==> src/sv/uto_pkg.sv <==
// Types, error codes and constants for the UTF-8 to modified UTF-8 transcoder
`timescale 1ns / 1ps

package uto_pkg;

    localparam logic [2:0] ERR_NONE      = 3'd0;
    localparam logic [2:0] ERR_OVERLONG2 = 3'd1;
    localparam logic [2:0] ERR_BAD3      = 3'd2;
    localparam logic [2:0] ERR_OVERLONG4 = 3'd3;
    localparam logic [2:0] ERR_TRUNC     = 3'd4;
    localparam logic [2:0] ERR_START     = 3'd5;

    localparam logic [15:0] SURR_D800 = 16'hD800;
    localparam logic [15:0] SURR_DB7F = 16'hDB7F;
    localparam logic [15:0] SURR_DB80 = 16'hDB80;
    localparam logic [15:0] SURR_DBFF = 16'hDBFF;
    localparam logic [15:0] SURR_DC00 = 16'hDC00;
    localparam logic [15:0] SURR_DF80 = 16'hDF80;
    localparam logic [15:0] SURR_DFFF = 16'hDFFF;

    localparam logic [7:0] BYTE_ED   = 8'hED;
    localparam logic [7:0] BYTE_A0   = 8'hA0;
    localparam logic [7:0] BYTE_B0   = 8'hB0;
    localparam logic [7:0] BYTE_C0   = 8'hC0;
    localparam logic [7:0] BYTE_80   = 8'h80;
    localparam logic [15:0] MAX_2BYTE_POINT = 16'h07FF;

    localparam int MAX_OUT = 6;

    // One request for the back end: bytes go out from index 0 upward
    typedef struct packed {
        logic [MAX_OUT-1:0][7:0] bytes;
        logic [2:0]              count;
        logic [2:0]              err;
        logic                    eos;
    } job_t;

    function automatic logic bad_point3(input logic [15:0] cp);
        logic bad;
        bad = (cp <= MAX_2BYTE_POINT) ||
              (cp == SURR_D800) || (cp == SURR_DB7F) || (cp == SURR_DB80) ||
              (cp == SURR_DBFF) || (cp == SURR_DC00) || (cp == SURR_DF80) ||
              (cp == SURR_DFFF);
        return bad;
    endfunction

endpackage

==> src/sv/uto_stream_if.sv <==
// Valid/ready stream interfaces for the transcoder input and output channels
`timescale 1ns / 1ps

interface uto_in_if;
    logic       valid;
    logic       ready;
    logic [7:0] in_byte;
    logic       end_of_string;

    modport source (output valid, output in_byte, output end_of_string, input ready);
    modport sink   (input valid, input in_byte, input end_of_string, output ready);
endinterface

interface uto_out_if;
    logic       valid;
    logic       ready;
    logic [7:0] out_byte;
    logic       last_of_run;
    logic       string_done;
    logic [2:0] error_code;

    modport source (output valid, output out_byte, output last_of_run,
                    output string_done, output error_code, input ready);
    modport sink   (input valid, input out_byte, input last_of_run,
                    input string_done, input error_code, output ready);
endinterface

==> src/sv/uto_front.sv <==
// Front end: accepts input bytes, tracks sequence state, builds output requests
`timescale 1ns / 1ps

module uto_front (
    input  logic          clk,
    input  logic          rst_n,
    uto_in_if.sink        src,
    input  logic          q_ready,
    output logic          job_valid,
    output uto_pkg::job_t job
);
    import uto_pkg::*;

    logic [7:0] held_reg [3];
    logic [1:0] expected_reg, expected_next;
    logic [1:0] count_reg, count_next;
    logic       discard_reg, discard_next;

    logic       take;
    logic [7:0] b;
    logic       eos;
    logic       hold_en;
    logic       fail;
    logic [2:0] fail_code;
    logic [7:0] b1, b2, b3;
    logic [15:0] cp16;
    logic [4:0] plane;
    logic [4:0] plane_m1;

    assign src.ready = q_ready;
    assign take      = src.valid && src.ready;
    assign b         = src.in_byte;
    assign eos       = src.end_of_string;

    assign b1       = held_reg[0];
    assign b2       = (expected_reg >= 2'd2) ? held_reg[1] : b;
    assign b3       = (expected_reg >= 2'd3) ? held_reg[2] : b;
    assign cp16     = {b1[3:0], b2[5:0], b3[5:0]};
    assign plane    = {b1[2:0], b2[5:4]};
    assign plane_m1 = plane - 5'd1;

    always_comb
    begin
        expected_next = expected_reg;
        count_next    = count_reg;
        discard_next  = discard_reg;
        job_valid     = 1'b0;
        job           = '0;
        job.eos       = eos;
        hold_en       = 1'b0;
        fail          = 1'b0;
        fail_code     = ERR_NONE;

        if (take)
        begin
            if (discard_reg)
            begin
                if (eos)
                begin
                    discard_next = 1'b0;
                end
            end
            else if (count_reg == 2'd0)
            begin
                if (!b[7])
                begin
                    job_valid = 1'b1;
                    if (b != 8'h00)
                    begin
                        job.bytes[0] = b;
                        job.count    = 3'd1;
                    end
                    else
                    begin
                        job.bytes[0] = BYTE_C0;
                        job.bytes[1] = BYTE_80;
                        job.count    = 3'd2;
                    end
                end
                else if ((b[7:5] == 3'b110) || (b[7:4] == 4'b1110) || (b[7:3] == 5'b11110))
                begin
                    if (eos)
                    begin
                        fail      = 1'b1;
                        fail_code = ERR_TRUNC;
                    end
                    else
                    begin
                        hold_en    = 1'b1;
                        count_next = 2'd1;
                        if (b[7:5] == 3'b110)
                        begin
                            expected_next = 2'd1;
                        end
                        else if (b[7:4] == 4'b1110)
                        begin
                            expected_next = 2'd2;
                        end
                        else
                        begin
                            expected_next = 2'd3;
                        end
                    end
                end
                else
                begin
                    fail      = 1'b1;
                    fail_code = ERR_START;
                end
            end
            else if (count_reg < expected_reg)
            begin
                if (eos)
                begin
                    fail      = 1'b1;
                    fail_code = ERR_TRUNC;
                end
                else
                begin
                    hold_en    = 1'b1;
                    count_next = count_reg + 2'd1;
                end
            end
            else
            begin
                case (expected_reg)
                    2'd1:
                    begin
                        if (b1[4:1] == 4'd0)
                        begin
                            fail      = 1'b1;
                            fail_code = ERR_OVERLONG2;
                        end
                        else
                        begin
                            job.bytes[0] = b1;
                            job.bytes[1] = b2;
                            job.count    = 3'd2;
                        end
                    end
                    2'd2:
                    begin
                        if (bad_point3(cp16))
                        begin
                            fail      = 1'b1;
                            fail_code = ERR_BAD3;
                        end
                        else
                        begin
                            job.bytes[0] = b1;
                            job.bytes[1] = b2;
                            job.bytes[2] = b3;
                            job.count    = 3'd3;
                        end
                    end
                    default:
                    begin
                        if (plane == 5'd0)
                        begin
                            fail      = 1'b1;
                            fail_code = ERR_OVERLONG4;
                        end
                        else
                        begin
                            job.bytes[0] = BYTE_ED;
                            job.bytes[1] = BYTE_A0 + {4'd0, plane_m1[3:0]};
                            job.bytes[2] = BYTE_80 + {2'd0, b2[3:0], b3[5:4]};
                            job.bytes[3] = BYTE_ED;
                            job.bytes[4] = BYTE_B0 + {4'd0, b3[3:0]};
                            job.bytes[5] = b;
                            job.count    = 3'd6;
                        end
                    end
                endcase
                if (!fail)
                begin
                    job_valid     = 1'b1;
                    expected_next = 2'd0;
                    count_next    = 2'd0;
                end
            end

            if (fail)
            begin
                job_valid     = 1'b1;
                job.bytes     = '0;
                job.count     = 3'd1;
                job.err       = fail_code;
                expected_next = 2'd0;
                count_next    = 2'd0;
                discard_next  = !eos;
            end
        end
    end

    always_ff @(posedge clk or negedge rst_n)
    begin
        if (!rst_n)
        begin
            expected_reg <= 2'd0;
            count_reg    <= 2'd0;
            discard_reg  <= 1'b0;
        end
        else
        begin
            expected_reg <= expected_next;
            count_reg    <= count_next;
            discard_reg  <= discard_next;
        end
    end

    always_ff @(posedge clk)
    begin
        if (hold_en)
        begin
            held_reg[count_reg] <= b;
        end
    end

endmodule

==> src/sv/uto_queue.sv <==
// Short request queue between the front end and the back end
`timescale 1ns / 1ps

module uto_queue #(
    parameter int DEPTH = 2
) (
    input  logic          clk,
    input  logic          rst_n,
    input  logic          push,
    input  uto_pkg::job_t push_data,
    output logic          not_full,
    input  logic          pop,
    output logic          pop_valid,
    output uto_pkg::job_t pop_data
);
    import uto_pkg::*;

    localparam int PTR_W = $clog2(DEPTH);
    localparam int CNT_W = $clog2(DEPTH + 1);
    localparam logic [PTR_W-1:0] LAST_PTR = PTR_W'(DEPTH - 1);

    job_t             entry_reg [DEPTH];
    logic [PTR_W-1:0] wr_ptr_reg, wr_ptr_next;
    logic [PTR_W-1:0] rd_ptr_reg, rd_ptr_next;
    logic [CNT_W-1:0] fill_reg, fill_next;
    logic             do_push, do_pop;

    assign not_full  = (fill_reg != CNT_W'(DEPTH));
    assign pop_valid = (fill_reg != '0);
    assign pop_data  = entry_reg[rd_ptr_reg];
    assign do_push   = push && not_full;
    assign do_pop    = pop && pop_valid;

    always_comb
    begin
        wr_ptr_next = wr_ptr_reg;
        rd_ptr_next = rd_ptr_reg;
        fill_next   = fill_reg;
        if (do_push)
        begin
            wr_ptr_next = (wr_ptr_reg == LAST_PTR) ? '0 : wr_ptr_reg + PTR_W'(1);
        end
        if (do_pop)
        begin
            rd_ptr_next = (rd_ptr_reg == LAST_PTR) ? '0 : rd_ptr_reg + PTR_W'(1);
        end
        if (do_push && !do_pop)
        begin
            fill_next = fill_reg + CNT_W'(1);
        end
        else if (do_pop && !do_push)
        begin
            fill_next = fill_reg - CNT_W'(1);
        end
    end

    always_ff @(posedge clk or negedge rst_n)
    begin
        if (!rst_n)
        begin
            wr_ptr_reg <= '0;
            rd_ptr_reg <= '0;
            fill_reg   <= '0;
        end
        else
        begin
            wr_ptr_reg <= wr_ptr_next;
            rd_ptr_reg <= rd_ptr_next;
            fill_reg   <= fill_next;
        end
    end

    always_ff @(posedge clk)
    begin
        if (do_push)
        begin
            entry_reg[wr_ptr_reg] <= push_data;
        end
    end

endmodule

==> src/sv/uto_back.sv <==
// Back end: one request byte per cycle into the output register when unstalled
`timescale 1ns / 1ps

module uto_back (
    input  logic          clk,
    input  logic          rst_n,
    input  logic          q_valid,
    input  uto_pkg::job_t q_data,
    output logic          q_pop,
    uto_out_if.source     dst
);
    import uto_pkg::*;

    job_t       cur_reg, cur_next;
    logic       cur_valid_reg, cur_valid_next;
    logic       out_valid_reg;
    logic [7:0] out_byte_reg;
    logic       out_last_reg;
    logic       out_done_reg;
    logic [2:0] out_err_reg;
    logic       emit;
    logic       last;

    assign emit  = cur_valid_reg && (!out_valid_reg || dst.ready);
    assign last  = (cur_reg.count == 3'd1);
    assign q_pop = q_valid && (!cur_valid_reg || (emit && last));

    always_comb
    begin
        cur_next       = cur_reg;
        cur_valid_next = cur_valid_reg;
        if (q_pop)
        begin
            cur_next       = q_data;
            cur_valid_next = 1'b1;
        end
        else if (emit)
        begin
            if (last)
            begin
                cur_valid_next = 1'b0;
            end
            else
            begin
                cur_next.bytes = cur_reg.bytes >> 8;
                cur_next.count = cur_reg.count - 3'd1;
            end
        end
    end

    always_ff @(posedge clk or negedge rst_n)
    begin
        if (!rst_n)
        begin
            cur_valid_reg <= 1'b0;
            out_valid_reg <= 1'b0;
        end
        else
        begin
            cur_valid_reg <= cur_valid_next;
            if (emit)
            begin
                out_valid_reg <= 1'b1;
            end
            else if (dst.ready)
            begin
                out_valid_reg <= 1'b0;
            end
        end
    end

    always_ff @(posedge clk)
    begin
        cur_reg <= cur_next;
        if (emit)
        begin
            out_byte_reg <= cur_reg.bytes[0];
            out_last_reg <= last;
            out_done_reg <= last && cur_reg.eos;
            out_err_reg  <= cur_reg.err;
        end
    end

    assign dst.valid       = out_valid_reg;
    assign dst.out_byte    = out_byte_reg;
    assign dst.last_of_run = out_last_reg;
    assign dst.string_done = out_done_reg;
    assign dst.error_code  = out_err_reg;

endmodule

==> src/sv/utf8_to_modified_utf8_transcoder_core.sv <==
// Top level of the UTF-8 to modified UTF-8 transcoder
// Path: results go via a queue entry, the current request and the output registers.
// Throughput: one result byte per cycle when not stalled; an input byte gives up to 6
// result bytes (2 for a zero byte), and some bytes give none.
// The output register, when not stalled, plays out one byte per cycle: the sustained rate.
// Reset: rst_n clears sequence state, queue and output valid; held bytes are not cleared.
`timescale 1ns / 1ps

module utf8_to_modified_utf8_transcoder_core #(
    parameter int QUEUE_DEPTH = 2
) (
    input  logic      clk,
    input  logic      rst_n,
    uto_in_if.sink    src,
    uto_out_if.source dst
);
    import uto_pkg::*;

    logic q_ready;
    logic job_valid;
    job_t job;
    logic q_valid;
    job_t q_data;
    logic q_pop;

    uto_front u_front (
        .clk       (clk),
        .rst_n     (rst_n),
        .src       (src),
        .q_ready   (q_ready),
        .job_valid (job_valid),
        .job       (job)
    );

    uto_queue #(
        .DEPTH (QUEUE_DEPTH)
    ) u_queue (
        .clk       (clk),
        .rst_n     (rst_n),
        .push      (job_valid),
        .push_data (job),
        .not_full  (q_ready),
        .pop       (q_pop),
        .pop_valid (q_valid),
        .pop_data  (q_data)
    );

    uto_back u_back (
        .clk     (clk),
        .rst_n   (rst_n),
        .q_valid (q_valid),
        .q_data  (q_data),
        .q_pop   (q_pop),
        .dst     (dst)
    );

endmodule

==> src/flat_wrapper.sv <==
// flat-port wrapper written by rule: the top's interface ports become plain ports
module utf8_to_modified_utf8_transcoder_core_flat import uto_pkg::*;
#(
    parameter int QUEUE_DEPTH = 2
)
  (clk, rst_n, src_valid, src_in_byte, src_end_of_string, src_ready, dst_valid, dst_out_byte, dst_last_of_run, dst_string_done, dst_error_code, dst_ready);
  uto_in_if src_i ();
  uto_out_if dst_i ();
  input  logic clk;
  input  logic rst_n;
  input wire logic [$bits(src_i.valid)-1:0] src_valid;
  input wire logic [$bits(src_i.in_byte)-1:0] src_in_byte;
  input wire logic [$bits(src_i.end_of_string)-1:0] src_end_of_string;
  output wire logic [$bits(src_i.ready)-1:0] src_ready;
  output wire logic [$bits(dst_i.valid)-1:0] dst_valid;
  output wire logic [$bits(dst_i.out_byte)-1:0] dst_out_byte;
  output wire logic [$bits(dst_i.last_of_run)-1:0] dst_last_of_run;
  output wire logic [$bits(dst_i.string_done)-1:0] dst_string_done;
  output wire logic [$bits(dst_i.error_code)-1:0] dst_error_code;
  input wire logic [$bits(dst_i.ready)-1:0] dst_ready;
  assign src_i.valid = src_valid;
  assign src_i.in_byte = src_in_byte;
  assign src_i.end_of_string = src_end_of_string;
  assign src_ready = src_i.ready;
  assign dst_valid = dst_i.valid;
  assign dst_out_byte = dst_i.out_byte;
  assign dst_last_of_run = dst_i.last_of_run;
  assign dst_string_done = dst_i.string_done;
  assign dst_error_code = dst_i.error_code;
  assign dst_i.ready = dst_ready;
  utf8_to_modified_utf8_transcoder_core #(.QUEUE_DEPTH(QUEUE_DEPTH)) u_core (.clk(clk), .rst_n(rst_n), .src(src_i), .dst(dst_i));
endmodule
==> config.mk <==
export PLATFORM = sky130hd
export DESIGN_NAME = utf8_to_modified_utf8_transcoder_core_flat
export DESIGN_NICKNAME = d
export VERILOG_FILES = /design/src/sv/uto_pkg.sv /design/src/sv/uto_stream_if.sv /design/src/sv/uto_front.sv /design/src/sv/uto_queue.sv /design/src/sv/uto_back.sv /design/src/sv/utf8_to_modified_utf8_transcoder_core.sv /design/src/flat_wrapper.sv
export SDC_FILE = /design/constraint.sdc
export NUM_CORES = 1
export LEC_CHECK = 0
export BUFFER_PORTS_ARGS = -buffer_cell sky130_fd_sc_hd__buf_2
export CELL_PAD_IN_SITES_DETAIL_PLACEMENT = 0
export CELL_PAD_IN_SITES_GLOBAL_PLACEMENT = 1
export CORE_ASPECT_RATIO = 0.7
export CORE_MARGIN = 2
export CORE_UTILIZATION = 47
export CTS_CLUSTER_SIZE = 10
export DETAILED_ROUTE_END_ITERATION = 8
export HOLD_SLACK_MARGIN = 0.05
export PLACE_DENSITY_LB_ADDON = 0.1
export SKIP_LAST_GASP = 1
export SLEW_MARGIN = 40
export SYNTH_ARGS = -nofsm -noshare
export SYNTH_HDL_FRONTEND = slang
export SYNTH_SLANG_ARGS = --single-unit
==> constraint.sdc <==
create_clock -name clk -period 4.47 [get_ports clk]
set_input_delay 0.447 -clock clk [delete_from_list [all_inputs] [get_ports clk]]
set_output_delay 0.447 -clock clk [all_outputs]
set_load 0.02 [all_outputs]
# Word-level counts from Yosys, hierarchy flattened
# Memories as Yosys holds them, arrays and structs flattened.
# Index checks and enable logic that the tools add are counted.
[totals] regBits=79 mem_bits_rw=134 inputBits=13 output_inout_bits=15 word_cells=191 n_memories=2
[mem_list] name="u_core.u_queue.entry_reg" depth=2 word_bits=55 read_ports=1 rd_clocked_by_memory_dff=0 write_ports=1 line_no="uto_queue.sv:22" text="job_t entry_reg [DEPTH];"
[mem_list] name="u_core.u_front.held_reg" depth=3 word_bits=8 read_ports=3 rd_clocked_by_memory_dff=0 write_ports=1 line_no="uto_front.sv:14" text="logic [7:0] held_reg [3];"
[op_classes] add_sub_neg=10 magnitude_cmp=4 n_eq_ne=23 muxes=92 n_reduce_logical=39
[ops] operator="$mux 51" count=6
[ops] operator="$eq 16x16->1 const B" count=7
[ops] operator="$mux 54" count=2
[ops] operator="$mux 19" count=3
[ops] operator="$mux 1" count=43
[ops] operator="$mux 2" count=21
[ops] operator="$pmux 19 s2" count=1
[ops] operator="$mux 32" count=1
[ops] operator="$mux 27" count=1
[ops] operator="$mux 24" count=1
[ops] operator="$mux 8" count=3
[ops] operator="$mux 3" count=6
[ops] operator="$add 8x4->8 const A" count=2
[ops] operator="$le 16x11->1 const B" count=1
[ops] operator="$pmux 8 s2" count=1
[ops] operator="$ne 3x2->1 const B" count=5
[ops] operator="$reduce_and 7->1" count=2
[ops] operator="$logic_or 1x1->1" count=11
[ops] operator="$mux 11" count=1
[ops] operator="$reduce_bool 2->1" count=5
[ops] operator="$logic_and 1x1->1" count=9
[ops] operator="$add 8x6->8 const A" count=1
[ops] operator="$reduce_bool 8->1" count=1
[ops] operator="$pmux 3 s2" count=1
[ops] operator="other kinds (24)" count=33

# Longest topological paths before layout
[depth] word_depth=27 depth_mapped=12 ltp_nobuf=10

# Cells and area by module
# From an unflattened synthesis, not the netlist that was laid out.
[hier_totals] hier_cells=707 area_unflattened_um2=9739.3
[by_module_without_submodules] mod="uto_queue" instances=1 cells_each=189 area_each_um2=4327.9 seq_area_each_um2=3403.3
[by_module_without_submodules] mod="uto_back" instances=1 cells_each=245 area_each_um2=3014.1 seq_area_each_um2=2092.0
[by_module_without_submodules] mod="uto_front" instances=1 cells_each=273 area_each_um2=2397.3 seq_area_each_um2=845.8

# Worst setup path before layout
# No wires, ideal clock.
[synth_path] kind="register to register" from="register u_core.u_back.cur_reg[4] (netlist bit)" to="register u_core.u_back.cur_reg[10] (netlist bit), enable pin" setup_time_ps=530 arrival_ps=4352 required_ps=3940 slack_ps=-412 stages_incl_launch_ff=4 n_path_buf=0 synth_period_minus_slack_ps=4882 cell_sequence="edfxtp_1 -> ha_1 -> nor2b_1 -> o21ai_0"
[synth_between] elab_chain_len=6 elab_cells_between_ends=7 cone_classes="eq/ne (2); reduce/logical (5)"
[synth_lines] item="start: declaration" line_no="uto_back.sv:14" text="job_t cur_reg, cur_next;"
[synth_lines] item="start signal: assignment" line_no="uto_back.sv:74" text="cur_reg <= cur_next;"
[synth_lines] item="$eq 3x1->1 (*)" line_no="uto_back.sv:25" text="assign last = (cur_reg.count == 3'd1);"
[synth_lines] item="named net u_core.u_back.last" line_no="uto_back.sv:22" text="logic last;"
[synth_lines] item="$logic_and 1x1->1" line_no="uto_back.sv:26" text="assign q_pop = q_valid && (!cur_valid_reg || (emit && last));"
[synth_lines] item="$logic_or 1x1->1" line_no="uto_back.sv:26"
[synth_lines] item="$logic_and 1x1->1" line_no="uto_back.sv:26"
[synth_lines] item="$ne 2x1->1 (no line) or $reduce_bool 2->1 (tied branches)"
[synth_lines] item="$reduce_and 2->1 (no line) (*)"
# Mark *: on every way through the listed nets, which the timed path passes. The rest lies on a longest branch.
# A chain may end at the register's enable or synchronous reset.

==> flow_metrics.env <==
export IMPL_cp_depth=9
export IMPL_syn_cell_area_um2=8080
export IMPL_core_um2=17000
export IMPL_seqCellArea_um2=5620
export IMPL_die_y_um=114
export IMPL_hp_class="in2reg"
export IMPL_switching_share_pct=31.0
export IMPL_synth_cell_type_count=60
export IMPL_clk_path_buf_depth=2
export IMPL_synth_edf_count=178
export IMPL_wl_per_cell_um=19.9
export IMPL_grt_max_degree=47
export IMPL_slew_headroom_pct=47.7
export IMPL_fillers=1441
export IMPL_grt_pass1_vias=4530
export IMPL_clk_pin_slew_ns=0.07
export IMPL_cts_tree="yes"
export IMPL_min_period_ns=3.45
export IMPL_post_cts_setup_buffers=0
export IMPL_synth_nets=601
export IMPL_path_class="reg2reg"
export IMPL_max_freq_mhz=290
export IMPL_arrival_ns=3.59
export IMPL_start_util_pct=47.5
export IMPL_cts_buffers_inserted=17
export IMPL_htree_levels=4
export IMPL_portBuffers=27
export IMPL_power_density_nw_per_um2=657
export IMPL_cts_resized=0
export IMPL_yosysSeqAreaShare_pct=69.5
export IMPL_mostFrequentLayoutCell="edfxtp_1"
export IMPL_async_reset_ff_share_pct=5.82
export IMPL_power_frac_clock_pct=27.1
export IMPL_vias=4736
export IMPL_grt_overflow_total=0
export IMPL_synth_area_per_cell_um2=14.0
export IMPL_path_delay_family="simple AND/OR/NAND/NOR gates"
export IMPL_finalPower_w=0.00605
export IMPL_finalMaxSlewViolations=0
export IMPL_worstPathRequired_ns=4.62
export IMPL_grt_usage_pct=19.8
export IMPL_die_w_um=161
export IMPL_drcViolationCount=0
export IMPL_dr_pass1_iters=5
export IMPL_multiInputGateArea_um2=2350
export IMPL_whs_path_depth=3
export IMPL_synth_seq_cells=189
export IMPL_cp_start_kind="flip-flop"
export IMPL_grt_antenna_before_repair=0
export IMPL_cts_num_sinks=189
export IMPL_cpPeakStageDelay_ns=0.60
export IMPL_final_util_pct=54.1
export IMPL_gp_congestion=0.908
export IMPL_seq_power_share_pct=46.1
export IMPL_rows=40
export IMPL_slowest_stage="or4_4"
export IMPL_hpwl_um=11800
export IMPL_worstPathCellList="inv_1, ha_1, or2_2, mux2i_1, or4_4, a221oi_4, o21ai_2, a22oi_4, nor3_1"
export IMPL_power_switching_w=0.00188
export IMPL_synthesis_yosys_warnings=0
export IMPL_fin_nets=634
export IMPL_synthToLayoutAreaGrowth_pct=13.9
export IMPL_comb_power_share_pct=26.8
export IMPL_setup_violations=0
export IMPL_timing_final_crit_share_pct=77.1
export IMPL_grt_pass1_wl_um=26800
export IMPL_synthFlopType="edfxtp_1"
export IMPL_final_layout_size_suffix_gt1_share_pct=14.7
export IMPL_status="completed"
export IMPL_ff2ff_path_depth=9
export IMPL_irDropWorstVdd_mv=0.307
export IMPL_postCtsHoldBufs=1
export IMPL_cp_num_buf_inv=1
export IMPL_drtAntennaViolNets=0
export IMPL_p_leak_nw=3.38
export IMPL_worst_skew_pair_late_latency_ns=0.43
export IMPL_rsz0062_at_grt="false"
export IMPL_worst_pin_slew_ns=0.782
export IMPL_path_max_fanout=11
export IMPL_die_area_um2=18300
export IMPL_antenna_cells=0
export IMPL_vias_per_cell=5.54
export IMPL_internal_power_w=0.00417
export IMPL_setup_tns_ns=0
export IMPL_detail_route_iter0_violations=505
export IMPL_mostFrequentLayoutCells="edfxtp_1 (178), nand2_1 (51), mux2i_1 (51)"
export IMPL_pin_count=28
export IMPL_fin_skew_ns=0.0125
export IMPL_root_buffer="clkbuf_16"
export IMPL_maxCapViolCount=0
export IMPL_endpoint_kind="flip-flop"
export IMPL_syn_instance_count=578
export IMPL_reg2reg_slack_ns=1.02
export IMPL_routed_wl_um=17000
export IMPL_finalHoldViolations=0
export IMPL_largest_reg_flops=86
[kinds of logic after synthesis]
group / after synthesis / synth area share [%]
compound gates: 112 / 9.29
xor+xnor: 8 / 0.867
fa+ha+maj: 10 / 1.55
buf+inv: 39 / 1.84
flops: 189 / 69.5
mux: 56 / 7.01
simple gates: 164 / 9.91
[worst register-to-register path: cells and delay by family (launching register included)]
family                     cells  cell delay (ns)
muxes                          1             0.26
and+or+nand+nor                3             1.19
AOI/OAI and AO/OA              3             0.96
DFF                            1             0.40
adders and majority gates      1             0.28
buffers and inverters          1             0.08
[final timing paths]
| check | from | to |
|---|---|---|
| max | u_core.u_front.expected_reg[0]$_DFFE_PN0P_ | u_core.u_queue.entry_reg[0][22]$_DFFE_PP_ |
| min | dst_ready | u_core.u_back.dst.valid$_DFFE_PN0P_ |
| max reg2reg | u_core.u_front.expected_reg[0]$_DFFE_PN0P_ | u_core.u_queue.entry_reg[0][22]$_DFFE_PP_ |
| min reg2reg | u_core.u_back.cur_reg[9]$_DFFE_PP_ | u_core.u_back.dst.out_byte[2]$_DFFE_PP_ |
| max in group asynchronous | rst_n | u_core.u_queue.rd_ptr_reg$_DFFE_PN0P_ |
| min in group asynchronous | rst_n | u_core.u_queue.fill_reg[0]$_DFFE_PN0P_ |
[layer usage]
layer | global-route usage [%] | wire length (um) | vias to the layer above
li1 | - | - | 2256
met1 | 31.2 | 8730 | 2322
met2 | 27.1 | 7030 | 144
met3 | 5.38 | 1100 | 14
met4 | 5.30 | 161 | 0
met5 | 0 | 0 | -
[synthesized netlist by cell type, types with 4 or more instances]
cell / n / area, um^2
nor2b_1: 6 / 37.5
clkbuf_1: 16 / 60.1
or2_2: 5 / 31.3
nor3_1: 13 / 65.1
nor2_1: 37 / 139
o22ai_1: 11 / 68.8
o21ai_0: 35 / 175
a21oi_1: 15 / 75.1
ha_1: 10 / 125
nand2_1: 51 / 191
a31oi_1: 5 / 31.3
inv_1: 14 / 52.6
nand3_1: 10 / 50.1
nand2b_1: 6 / 37.5
nand3b_1: 4 / 30.0
buf_1: 7 / 26.3
dfrtp_1: 11 / 275
edfxtp_1: 178 / 5350
a211oi_1: 5 / 37.5
mux2_2: 5 / 56.3
xor2_1: 5 / 43.8
a21o_1: 11 / 82.6
nor4_1: 5 / 31.3
and2_1: 14 / 87.6
mux2i_1: 51 / 510
[stage by stage]
step / hold slack, ns / std cells / cell area, um^2 / setup slack (ns)
after global routing: 0.347 / 855 / 9210 / 0.826
after CTS: 0.318 / 855 / 9210 / 1.05
after detailed placement: 0.347 / 822 / 8550 / 1.08
after global placement: 0.344 / 821 / 8530 / 1.17
final: 0.335 / 855 / 9210 / 1.02
after floorplan: 0.151 / 578 / 8090 / 0.967
[power by group through the flow]
stage / clock (W) / sequential (W) / combinational [W]
floorplan: 0 / 0.00282 / 0.00112
global placement: 0 / 0.00282 / 0.00160
detailed placement: 0 / 0.00283 / 0.00163
CTS: 0.00167 / 0.00280 / 0.00163
global route: 0.00174 / 0.00284 / 0.00180
finish: 0.00164 / 0.00279 / 0.00162
[area by class of cell]
class	instances	area share (%)
Multi-Input combinational cell	350	25.6
Clock inverter	14	2.32
Inverter	14	0.571
Tap cell	231	3.14
Sequential cell	189	61.1
Timing Repair Buffer	39	2.69
Clock buffer	18	4.66
Power figures use the tool's default switching activity.
